===== src/rtl/lppc_pkg.sv =====
`default_nettype none

package lppc_pkg;

    // Controller modes
    typedef enum logic [1:0] {
        MODE_RUN,
        MODE_ARMED,
        MODE_CANCELED,
        MODE_OFF
    } mode_t;

    // Configuration register indexes
    localparam int unsigned CFG_INDEX_W = 3;
    localparam logic [CFG_INDEX_W-1:0] CFG_HOLD_TICKS   = 3'd0;
    localparam logic [CFG_INDEX_W-1:0] CFG_CANCEL_TICKS = 3'd1;
    localparam logic [CFG_INDEX_W-1:0] CFG_OFF_TICKS    = 3'd2;
    localparam logic [CFG_INDEX_W-1:0] CFG_BLINK_TICKS  = 3'd3;
    localparam logic [CFG_INDEX_W-1:0] CFG_DIM_PERIOD   = 3'd4;
    localparam logic [CFG_INDEX_W-1:0] CFG_VOLTS        = 3'd5;

    localparam int unsigned CFG_DATA_W = 16;

    // Register reset values
    localparam logic [15:0] HOLD_TICKS_RST   = 16'd48;
    localparam logic [7:0]  CANCEL_TICKS_RST = 8'd240;
    localparam logic [7:0]  OFF_TICKS_RST    = 8'd120;
    localparam logic [7:0]  BLINK_TICKS_RST  = 8'd6;
    localparam logic [4:0]  DIM_PERIOD_RST   = 5'd8;
    localparam logic [4:0]  VOLTS_RST        = 5'd5;

    // Voltage codes
    localparam logic [2:0] VSEL_5V  = 3'd0;
    localparam logic [2:0] VSEL_9V  = 3'd1;
    localparam logic [2:0] VSEL_12V = 3'd2;
    localparam logic [2:0] VSEL_15V = 3'd3;
    localparam logic [2:0] VSEL_20V = 3'd4;

    typedef struct packed {
        logic [15:0] hold_ticks;
        logic [7:0]  cancel_ticks;
        logic [7:0]  off_ticks;
        logic [7:0]  blink_ticks;
        logic [4:0]  dim_period;
        logic [4:0]  volts;
    } cfg_t;

    typedef struct packed {
        logic       power_enable;
        logic       led_lit;
        logic [2:0] voltage_select;
        logic       timer_restart;
    } res_t;

    // Map the volts setting to a supply code; anything unknown selects 5V
    function automatic logic [2:0] volt_code(input logic [4:0] v);
        logic [2:0] code;
        begin
            case (v)
                5'd9:    code = VSEL_9V;
                5'd12:   code = VSEL_12V;
                5'd15:   code = VSEL_15V;
                5'd20:   code = VSEL_20V;
                default: code = VSEL_5V;
            endcase
            return code;
        end
    endfunction

endpackage

`default_nettype wire


===== src/rtl/lppc_cfg.sv =====
`default_nettype none

module lppc_cfg (
    input  wire logic                               clk,
    input  wire logic                               rst_n,
    input  wire logic                               wr_en,
    input  wire logic [lppc_pkg::CFG_INDEX_W-1:0]   wr_index,
    input  wire logic [lppc_pkg::CFG_DATA_W-1:0]    wr_data,
    output lppc_pkg::cfg_t                          cfg
);

    lppc_pkg::cfg_t cfg_reg;
    lppc_pkg::cfg_t cfg_next;

    // Decode the register index and merge the write data
    always_comb
    begin
        cfg_next = cfg_reg;
        if (wr_en)
        begin
            unique case (wr_index)
                lppc_pkg::CFG_HOLD_TICKS:   cfg_next.hold_ticks   = wr_data;
                lppc_pkg::CFG_CANCEL_TICKS: cfg_next.cancel_ticks = wr_data[7:0];
                lppc_pkg::CFG_OFF_TICKS:    cfg_next.off_ticks    = wr_data[7:0];
                lppc_pkg::CFG_BLINK_TICKS:  cfg_next.blink_ticks  = wr_data[7:0];
                lppc_pkg::CFG_DIM_PERIOD:   cfg_next.dim_period   = wr_data[4:0];
                lppc_pkg::CFG_VOLTS:        cfg_next.volts        = wr_data[4:0];
                default:                    cfg_next = cfg_reg;
            endcase
        end
    end

    // Hold the register file
    always_ff @(posedge clk or negedge rst_n)
    begin
        if (!rst_n)
        begin
            cfg_reg.hold_ticks   <= lppc_pkg::HOLD_TICKS_RST;
            cfg_reg.cancel_ticks <= lppc_pkg::CANCEL_TICKS_RST;
            cfg_reg.off_ticks    <= lppc_pkg::OFF_TICKS_RST;
            cfg_reg.blink_ticks  <= lppc_pkg::BLINK_TICKS_RST;
            cfg_reg.dim_period   <= lppc_pkg::DIM_PERIOD_RST;
            cfg_reg.volts        <= lppc_pkg::VOLTS_RST;
        end
        else
        begin
            cfg_reg <= cfg_next;
        end
    end

    assign cfg = cfg_reg;

endmodule

`default_nettype wire


===== src/rtl/lppc_core.sv =====
`default_nettype none

module lppc_core (
    input  wire logic            clk,
    input  wire logic            rst_n,
    input  wire logic            step,
    input  wire logic            held,
    input  wire logic            tick,
    input  wire lppc_pkg::cfg_t  cfg,
    output lppc_pkg::res_t       res
);

    lppc_pkg::mode_t mode_reg, mode_next;
    logic [15:0] hold_count_reg, hold_count_next;
    logic [7:0]  cancel_count_reg, cancel_count_next;
    logic [7:0]  off_count_reg, off_count_next;
    logic [7:0]  blink_count_reg, blink_count_next;
    logic [3:0]  dim_count_reg, dim_count_next;
    logic        led_reg, led_next;
    logic        power_reg, power_next;

    logic [15:0] hold_inc;
    logic [7:0]  cancel_inc;
    logic [7:0]  off_inc;
    logic [7:0]  blink_inc;
    logic [4:0]  dim_inc;
    logic        canceled;
    logic        off_adv;
    logic        blink_wrap;
    logic        dim_wrap;
    logic        restart;

    // Counter increments, wrapping at their widths
    assign hold_inc   = hold_count_reg + 16'd1;
    assign cancel_inc = cancel_count_reg + 8'd1;
    assign off_inc    = off_count_reg + 8'd1;
    assign blink_inc  = blink_count_reg + 8'd1;
    assign dim_inc    = {1'b0, dim_count_reg} + 5'd1;

    assign canceled   = tick && (cancel_inc == cfg.cancel_ticks);
    assign off_adv    = tick && (off_count_reg < cfg.off_ticks);
    assign blink_wrap = blink_inc >= cfg.blink_ticks;
    assign dim_wrap   = (dim_inc >= cfg.dim_period) || dim_inc[4];

    // Next state for one poll
    always_comb
    begin
        mode_next         = mode_reg;
        hold_count_next   = hold_count_reg;
        cancel_count_next = cancel_count_reg;
        off_count_next    = off_count_reg;
        blink_count_next  = blink_count_reg;
        dim_count_next    = dim_count_reg;
        led_next          = led_reg;
        power_next        = power_reg;

        unique case (mode_reg)
            lppc_pkg::MODE_RUN:
            begin
                if (held)
                begin
                    if (tick)
                    begin
                        hold_count_next = hold_inc;
                        if (hold_inc == cfg.hold_ticks)
                        begin
                            mode_next         = lppc_pkg::MODE_ARMED;
                            cancel_count_next = 8'd0;
                            dim_count_next    = 4'd0;
                        end
                    end
                end
                else
                begin
                    hold_count_next = 16'd0;
                    led_next        = 1'b1;
                end
            end
            lppc_pkg::MODE_ARMED:
            begin
                if (held)
                begin
                    if (tick)
                        cancel_count_next = cancel_inc;
                    if (canceled)
                    begin
                        led_next  = 1'b1;
                        mode_next = lppc_pkg::MODE_CANCELED;
                    end
                    else
                    begin
                        // Light only the first poll of each dimming period
                        led_next       = (dim_count_reg == 4'd0);
                        dim_count_next = dim_wrap ? 4'd0 : dim_inc[3:0];
                    end
                end
                else
                begin
                    power_next       = 1'b0;
                    off_count_next   = 8'd0;
                    blink_count_next = 8'd0;
                    mode_next        = lppc_pkg::MODE_OFF;
                end
            end
            lppc_pkg::MODE_CANCELED:
            begin
                if (!held)
                begin
                    hold_count_next = 16'd0;
                    led_next        = 1'b1;
                    mode_next       = lppc_pkg::MODE_RUN;
                end
            end
            lppc_pkg::MODE_OFF:
            begin
                if (off_adv)
                begin
                    off_count_next = off_inc;
                    if (blink_wrap)
                    begin
                        led_next         = !led_reg;
                        blink_count_next = 8'd0;
                    end
                    else
                    begin
                        blink_count_next = blink_inc;
                    end
                end
                // Restore power once the off time is used up
                if (off_count_next >= cfg.off_ticks)
                begin
                    power_next      = 1'b1;
                    led_next        = 1'b1;
                    hold_count_next = 16'd0;
                    mode_next       = lppc_pkg::MODE_RUN;
                end
            end
            default:
            begin
                mode_next = mode_reg;
            end
        endcase
    end

    // Ask for a timer restart on every release outside the off period
    always_comb
    begin
        unique case (mode_reg) inside
            lppc_pkg::MODE_RUN,
            lppc_pkg::MODE_ARMED,
            lppc_pkg::MODE_CANCELED: restart = !held;
            lppc_pkg::MODE_OFF:      restart = 1'b0;
            default:                 restart = 1'b0;
        endcase
    end

    assign res.power_enable   = power_next;
    assign res.led_lit        = led_next;
    assign res.voltage_select = lppc_pkg::volt_code(cfg.volts);
    assign res.timer_restart  = restart;

    // Advance the state on each processed poll
    always_ff @(posedge clk or negedge rst_n)
    begin
        if (!rst_n)
        begin
            mode_reg         <= lppc_pkg::MODE_RUN;
            hold_count_reg   <= 16'd0;
            cancel_count_reg <= 8'd0;
            off_count_reg    <= 8'd0;
            blink_count_reg  <= 8'd0;
            dim_count_reg    <= 4'd0;
            led_reg          <= 1'b1;
            power_reg        <= 1'b1;
        end
        else if (step)
        begin
            mode_reg         <= mode_next;
            hold_count_reg   <= hold_count_next;
            cancel_count_reg <= cancel_count_next;
            off_count_reg    <= off_count_next;
            blink_count_reg  <= blink_count_next;
            dim_count_reg    <= dim_count_next;
            led_reg          <= led_next;
            power_reg        <= power_next;
        end
    end

endmodule

`default_nettype wire


===== src/rtl/long_press_power_cycle_controller_top.sv =====
`default_nettype none

// Long-press power-cycle controller. Each input transaction is one poll of the
// button level and the timer tick flag, and yields exactly one result
// transaction carrying the power enable, LED level, voltage code and timer
// restart request. The block takes one poll per clock cycle while the result
// channel does not stall; a poll passes an input register and then the state
// update into the result register, which holds its result until the consumer
// takes it. The rate is set by the single state update stage, which handles a
// poll every cycle unless the result stalls; a stalled result holds the polled
// input, and the input channel stalls in the same cycle. Configuration writes
// are always ready, take effect on the next poll, and should be made while no
// poll is in flight; writes to unknown indexes are dropped.
module long_press_power_cycle_controller_top (
    input  wire logic                               clk,
    input  wire logic                               rst_n,
    // input channel
    input  wire logic                               in_valid,
    output logic                                    in_stall,
    input  wire logic                               button_held,
    input  wire logic                               tick,
    // result channel
    output logic                                    out_valid,
    input  wire logic                               out_stall,
    output logic                                    power_enable,
    output logic                                    led_lit,
    output logic [2:0]                              voltage_select,
    output logic                                    timer_restart,
    // configuration channel
    input  wire logic                               cfg_valid,
    output logic                                    cfg_ready,
    input  wire logic [lppc_pkg::CFG_INDEX_W-1:0]   cfg_index,
    input  wire logic [lppc_pkg::CFG_DATA_W-1:0]    cfg_data
);

    lppc_pkg::cfg_t cfg;
    lppc_pkg::res_t res;
    lppc_pkg::res_t res_reg;

    logic in_valid_reg;
    logic held_reg;
    logic tick_reg;
    logic out_valid_reg;
    logic out_load;
    logic step;

    assign cfg_ready = 1'b1;

    lppc_cfg u_cfg (
        .clk      (clk),
        .rst_n    (rst_n),
        .wr_en    (cfg_valid && cfg_ready),
        .wr_index (cfg_index),
        .wr_data  (cfg_data),
        .cfg      (cfg)
    );

    // The result register can take a new result when empty or draining
    assign out_load = !out_valid_reg || !out_stall;
    assign step     = in_valid_reg && out_load;
    assign in_stall = in_valid_reg && !out_load;

    // Capture the poll
    always_ff @(posedge clk or negedge rst_n)
    begin
        if (!rst_n)
            in_valid_reg <= 1'b0;
        else if (!in_stall)
            in_valid_reg <= in_valid;
    end

    always_ff @(posedge clk)
    begin
        if (in_valid && !in_stall)
        begin
            held_reg <= button_held;
            tick_reg <= tick;
        end
    end

    lppc_core u_core (
        .clk   (clk),
        .rst_n (rst_n),
        .step  (step),
        .held  (held_reg),
        .tick  (tick_reg),
        .cfg   (cfg),
        .res   (res)
    );

    // Hold the result until the consumer takes it
    always_ff @(posedge clk or negedge rst_n)
    begin
        if (!rst_n)
            out_valid_reg <= 1'b0;
        else if (out_load)
            out_valid_reg <= step;
    end

    always_ff @(posedge clk)
    begin
        if (step)
            res_reg <= res;
    end

    assign out_valid      = out_valid_reg;
    assign power_enable   = res_reg.power_enable;
    assign led_lit        = res_reg.led_lit;
    assign voltage_select = res_reg.voltage_select;
    assign timer_restart  = res_reg.timer_restart;

    // A poll blocked by a full result register stays put
    assert property (@(posedge clk) disable iff (!rst_n)
        in_stall |=> in_valid_reg && $stable(held_reg) && $stable(tick_reg))
        else $error("blocked poll was lost or changed");

    // Every processed poll shows up as a result
    assert property (@(posedge clk) disable iff (!rst_n)
        step |=> out_valid)
        else $error("processed poll produced no result");

    // A taken result with nothing behind it empties the output
    assert property (@(posedge clk) disable iff (!rst_n)
        out_valid && !out_stall && !step |=> !out_valid)
        else $error("result delivered twice");

    // Only defined voltage codes leave the block
    assert property (@(posedge clk) disable iff (!rst_n)
        out_valid |-> (voltage_select == lppc_pkg::VSEL_5V
                       || voltage_select == lppc_pkg::VSEL_9V
                       || voltage_select == lppc_pkg::VSEL_12V
                       || voltage_select == lppc_pkg::VSEL_15V
                       || voltage_select == lppc_pkg::VSEL_20V))
        else $error("undefined voltage code");

endmodule

`default_nettype wire


===== config.mk =====
export PLATFORM = sky130hd
export DESIGN_NAME = long_press_power_cycle_controller_top
export DESIGN_NICKNAME = d
export VERILOG_FILES = /design/src/rtl/lppc_pkg.sv /design/src/rtl/lppc_cfg.sv /design/src/rtl/lppc_core.sv /design/src/rtl/long_press_power_cycle_controller_top.sv
export SDC_FILE = /design/constraint.sdc
export NUM_CORES = 1
export LEC_CHECK = 0
export ABC_AREA = 1
export BUFFER_PORTS_ARGS = -buffer_cell sky130_fd_sc_hd__buf_2
export CAP_MARGIN = 20
export CELL_PAD_IN_SITES_DETAIL_PLACEMENT = 0
export CELL_PAD_IN_SITES_GLOBAL_PLACEMENT = 1
export CORE_MARGIN = 4
export CORE_UTILIZATION = 51
export CTS_BUF_LIST = sky130_fd_sc_hd__clkbuf_8
export DETAILED_ROUTE_END_ITERATION = 7
export GPL_TIMING_DRIVEN = 0
export PLACE_DENSITY_LB_ADDON = 0.1
export SETUP_SLACK_MARGIN = 0.15
export SLEW_MARGIN = 20
export SYNTH_ARGS = -nofsm -noshare
export SYNTH_HDL_FRONTEND = slang
export SYNTH_HIERARCHICAL = 1
export SYNTH_SLANG_ARGS = --single-unit

===== constraint.sdc =====
create_clock -name clk -period 8.7 [get_ports clk]
set_input_delay 0.435 -clock clk [delete_from_list [all_inputs] [get_ports clk]]
set_output_delay 0.435 -clock clk [all_outputs]
set_load 0.01 [all_outputs]

Word-level counts from Yosys, hierarchy flattened
Cells that the tools add are included.
{ "classes": {"add_sub_neg": 5, "mux": 44, "n_reduce_logical": 33, "magnitude_cmp": 4, "eq_ne": 26} }
{ "ops": {"columns": ["cell", "count"], "rows": [
  ["$mux 8", 10],
  ["$mux 16", 4],
  ["$pmux 16 s3", 1],
  ["$pmux 8 s2", 3],
  ["$add 8x1->8 const B", 3],
  ["$mux 4", 6],
  ["$reduce_and 7->1", 3],
  ["$add 16x1->16 const B", 1],
  ["$eq 16x16->1", 1],
  ["$ge 8x8->1", 2],
  ["$eq 5x4->1 const B", 3],
  ["$mux 2", 7],
  ["$ne 2x2->1 const B", 7],
  ["$pmux 3 s4", 1],
  ["$reduce_and 2->1", 6],
  ["$eq 8x8->1", 1],
  ["$lt 8x8->1", 1],
  ["$mux 1", 8],
  ["$pmux 2 s4", 1],
  ["$pmux 4 s2", 1],
  ["$eq 3x2->1 const B", 2],
  ["$eq 3x3->1 const B", 2],
  ["$logic_not 1->1", 6],
  ["$ne 2x1->1 const B", 3],
  ["other kinds (22)", 29]
]} }
{ "word_totals": {"ff_bits": 108, "word_cells": 134, "input_bits": 26, "out_inout_bits": 9} }

Longest topological paths before layout
{ "depth": {"word_depth": 7, "depth_mapped": 25, "depth_no_buf": 25} }

Modules after synthesis
The synthesis kept the hierarchy.
{ "by_module_without_submodules": {"columns": ["mod", "cells_per_inst", "area_each_um2", "n_inst"], "rows": [
  ["lppc_core", 640, 4289.1, 1],
  ["lppc_cfg", 228, 2031.9, 1],
  ["long_press_power_cycle_controller_top", 22, 346.6, 1]
]} }

Least setup slack after synthesis
OpenSTA, ideal clock, no wires.
{ "synth_path": {"path_kind": "flip-flop to flip-flop", "from": "register u_cfg.cfg_reg (netlist bit u_cfg/cfg[21])", "to": "register u_core.hold_count_reg[4]", "path_buffers": 1, "slack_ns": 5.419, "required_time_ns": 8.617, "period_less_slack_ns": 3.281, "stages_incl_launch_ff": 23, "t_arrival_ns": 3.198, "path_cell_list": "dfstp_2 -> inv_1 -> ha_1 -> a21oi_1 -> o21ai_0 -> nand2_1 -> nand2_1 -> nor2_1 -> nand3_1 -> inv_1 -> nand4_1 -> nand2_1 -> inv_1 -> ha_1 -> nand2_1 -> nor2_1 -> nand4_1 -> nand4_1 -> nand2_1 -> nor3_1 -> clkbuf_1 -> nand4_1 -> o21ai_0"} }
{ "synth_via": {"elab_chain_len": 7} }
{ "synth_rtl": {"columns": ["item", "line_no", "source"], "rows": [
  ["start: declaration", "lppc_cfg.sv:12", "lppc_pkg::cfg_t cfg_reg;"],
  ["start signal: assignment", "lppc_cfg.sv:47", "cfg_reg <= cfg_next;"],
  ["$lt 8x8->1", "lppc_core.sv:41", "assign off_adv = tick && (off_count_reg < cfg.off_ticks);"],
  ["$logic_and 1x1->1", "lppc_core.sv:41", null],
  ["$mux 8", "lppc_core.sv:116", "if (off_adv)"],
  ["$mux 8", "lppc_core.sv:57", "unique case (mode_reg)"],
  ["$ge 8x8->1 *", "lppc_core.sv:130", "if (off_count_next >= cfg.off_ticks)"],
  ["$ne 2x1->1 (no source line) *", null, null],
  ["$reduce_and 5->1 (no source line) *", null, null],
  ["end signal: assignment", "lppc_core.sv:179", "hold_count_reg <= hold_count_next;"],
  ["end: declaration", "lppc_core.sv:14", "logic [15:0] hold_count_reg, hold_count_next;"]
]} }
Every way passes the cells marked *; elsewhere a longest branch is shown, timed or not. The select of a mux whose other input is x is not followed.
A chain may end at the register's enable or synchronous reset.

Worst setup path in the final report
{ "layout_path": {"from": "register u_cfg.cfg_reg (netlist bit u_cfg/cfg[21])", "to": "register u_core.hold_count_reg[6]"} }
Same word-level chain as after synthesis.

==> impl_metrics.json <==
{
  "syn_nets": 950,
  "max_slew_margin": 0.388,
  "yosysSeqAreaShare": 0.415,
  "via_per_inst": 5.21,
  "worst_slew_pin_slew_ns": 0.915,
  "initial_core_util": 0.524,
  "place_hpwl_um": 12500,
  "antenna_left": 0,
  "crit_path_end_kind": "flip-flop",
  "first_pass_iters": 5,
  "root_buffer": "clkbuf_8",
  "die_w_um": 122,
  "hold_viol_final": 0,
  "grt_pass1_wl_um": 28400,
  "grt_overflow": 0,
  "reg2reg_depth": 22,
  "rsz0062_at_grt": "false",
  "ys_ff_latch": 108,
  "fmax_mhz": 241,
  "clockBufferDepth": 2,
  "post_drt_wl_per_cell_um": 14.9,
  "fin_setup_tns_ns": 0,
  "dr.first_iter.drc_count": 412,
  "grt_max_degree": 72,
  "cts_tree": "yes",
  "layout.cells.non_filler": 1113,
  "power.density_mw_per_mm2": 212,
  "status": "finished clean",
  "diodes": 0,
  "vias": 5804,
  "place_congestion": 0.809,
  "p_leak_nw": 3.79,
  "finalMaxSlewViolations": 0,
  "place_inst": 1096,
  "hold_depth": 1,
  "core-area_sq_mm": 0.0127,
  "cts_sinks": 108,
  "swShare": 0.402,
  "route.met2.wl_um": 7660,
  "crit_type": "reg2reg",
  "worstSetupStartpointType": "flip-flop",
  "synth_cell_types": 45,
  "required_ns": 9.01,
  "drive_gt1_frac": 0.125,
  "postSynthCellCount": 890,
  "io_buffers": 33,
  "fin_skew_ns": 0.00949,
  "hold_class": "in2reg",
  "critPathMaxFanout": 10,
  "num_rows": 41,
  "power_frac_clock": 0.195,
  "ir_drop_v": 0.000137,
  "die_h_um": 122,
  "cts_resized": 0,
  "drc": 0,
  "cts_buffers": 9,
  "wl_met3_um": 737,
  "ios": 35,
  "grt_pass1_vias": 5809,
  "grt_usage": 0.243,
  "fin_nets": 996,
  "clk_latency_ns": 0.39,
  "area_growth_pct": 9.14,
  "layout_min_cycle_time_ns": 4.16,
  "post_cts_buffers": 0,
  "h-tree-depth": 3,
  "wl_um": 16600,
  "die_area_sq_mm": 0.0150,
  "combinationalPowerShare": 0.359,
  "clkSlewWorstSetupHoldPaths_ns": 0.11,
  "yosys_warnings": 6,
  "drv_cap": 0,
  "power.internal_uw": 923,
  "met1_length_um": 8010,
  "setup_violations": 0,
  "avgSynthCellArea_sq_um": 7.49,
  "crit_arrival_ns": 4.46,
  "largest_register_ffs": 50,
  "antenna_found_initial": 0,
  "top_layer": "met4",
  "pwr-share-seq": 0.446,
  "final_util": 0.572,
  "synth_area_sq_mm": 0.00667,
  "finalCritPeriodShare": 0.478,
  "switchingPower_uw": 621
}
==> per-layer routing <==
metal,vias up,GRT usage
li1,2940,-
met1,2748,0.346
met2,106,0.389
met3,10,0.0452
met4,0,0.0525
met5,-,0
==> power by group through the flow <==
stage / Sequential [mW] / Clock [mW] / Combinational, mW
after CTS: 0.687 / 0.312 / 0.557
after floorplan: 0.675 / 0 / 0.409
after global placement: 0.693 / 0 / 0.535
after global routing: 0.700 / 0.330 / 0.647
final: 0.688 / 0.301 / 0.555
after detailed placement: 0.696 / 0 / 0.553
==> cells in the final DEF, fill, tap and decap left out, drive strengths merged, types with 2 or more instances in the layout <==
master / n
o21bai: 3
nand3: 92
inv: 128
nand2: 298
nor2: 67
o22ai: 7
a21oi: 17
nand3b: 4
edfxtp: 8
nand4: 34
ha: 34
clkbuf: 13
dfrtp: 83
dfstp: 17
clkinv: 5
buf: 50
o21ai: 37
a211oi: 3
or2: 4
a21boi: 2
nor3: 3
xor2: 20
==> worst max-delay path: stages (launching register included) <==
cell      delay [ns]
dfstp_2         0.55
inv_1           0.06
ha_1            0.31
a21oi_1         0.14
o21ai_0         0.10
nand2_1         0.06
nand2_1         0.17
nor2_1          0.26
nand3_1         0.17
inv_1           0.11
nand4_1         0.07
nand2_1         0.09
inv_1           0.04
ha_1            0.27
nand2_1         0.06
nor2_1          0.14
nand4_1         0.11
nand4_1         0.15
nand2_1         0.07
nor3_1          0.41
clkbuf_1        0.46
nand4_1         0.15
o21ai_0         0.13
==> metrics by stage <==
| stage | setup slack [ns] | area (sq um) | hold WS, ns | power [mW] |
|---|---|---|---|---|
| 5_1_grt | 4.04 | 7280 | 0.193 | 1.68 |
| 3_5_place_dp | 4.53 | 7090 | 0.339 | 1.25 |
| 4_1_cts | 4.48 | 7280 | 0.197 | 1.56 |
| 3_3_place_gp | 4.56 | 7050 | 0.456 | 1.23 |
| 6_report | 4.54 | 7280 | 0.217 | 1.54 |
| 2_1_floorplan | 5.42 | 6670 | 0.139 | 1.08 |
==> timing repair <==
item,CTS,global route
hold buffers,1,0
endpoints found under the hold margin,26,0
setup endpoints to repair,0,0
==> worst paths after layout <==
check | start | to | slack (ns)
max reg2reg | u_cfg/cfg[21]$_DFFE_PN1P_ | u_core/hold_count_reg[6]$_DFFE_PN0P_ | 4.54
min in group asynchronous | rst_n | u_core/hold_count_reg[10]$_DFFE_PN0P_ | 0.48
max | u_cfg/cfg[21]$_DFFE_PN1P_ | u_core/hold_count_reg[6]$_DFFE_PN0P_ | 4.54
min reg2reg | u_cfg/cfg[12]$_DFFE_PN1P_ | u_cfg/cfg[12]$_DFFE_PN1P_ | 0.48
min | tick | tick_reg$_DFFE_PP_ | 0.22
max in group asynchronous | rst_n | u_cfg/cfg[21]$_DFFE_PN1P_ | 7.53
==> synth_stat cells, drive strengths merged <==
master	n	share of area
o21a	1	0.0011
a211oi	3	0.0034
xor2	20	0.026
or2	4	0.0038
xnor3	1	0.0034
o22ai	7	0.0066
conb	1	0.00056
edfxtp	8	0.036
o21ai	37	0.029
a21boi	2	0.0023
dfrtp	83	0.31
nor4	1	0.00094
nand3b	4	0.0045
ha	34	0.064
nor3	3	0.0023
inv	124	0.070
and3	1	0.00094
clkinv	3	0.0017
nor3b	1	0.0011
nand3	92	0.074
a22o	1	0.0013
buf	16	0.017
and2	1	0.00094
a21oi	17	0.013
clkbuf	4	0.0023
nand4	34	0.032
nand2	298	0.17
o21bai	3	0.0034
mux2	1	0.0017
dfstp	17	0.067
a31oi	1	0.00094
nor2	67	0.046
==> kinds of logic (layout without fill, tap and decap cells) <==
group	count (synthesis)	count (layout)	share of synthesized area
AO/OA/AOI/OAI	72	72	0.0612
XOR/XNOR	21	21	0.0296
adder cells (fa/ha/maj)	34	34	0.0638
buffers and inverters	147	198	0.0904
flip-flops	108	108	0.415
multiplexers	1	1	0.00169
other	1	1	0.000562
AND/OR/NAND/NOR	506	506	0.338
==> layout make-up <==
cell class / count / area [sq um]
buffer: 20 / 126
timing repair buffer: 35 / 209
fill: 1274 / 5450
inverter: 127 / 477
clock inverter: 7 / 57.6
sequential: 108 / 2760
multi-input combinational: 635 / 3300
tap: 172 / 215
clock buffer: 9 / 124
(Power assumes the default switching activity.)
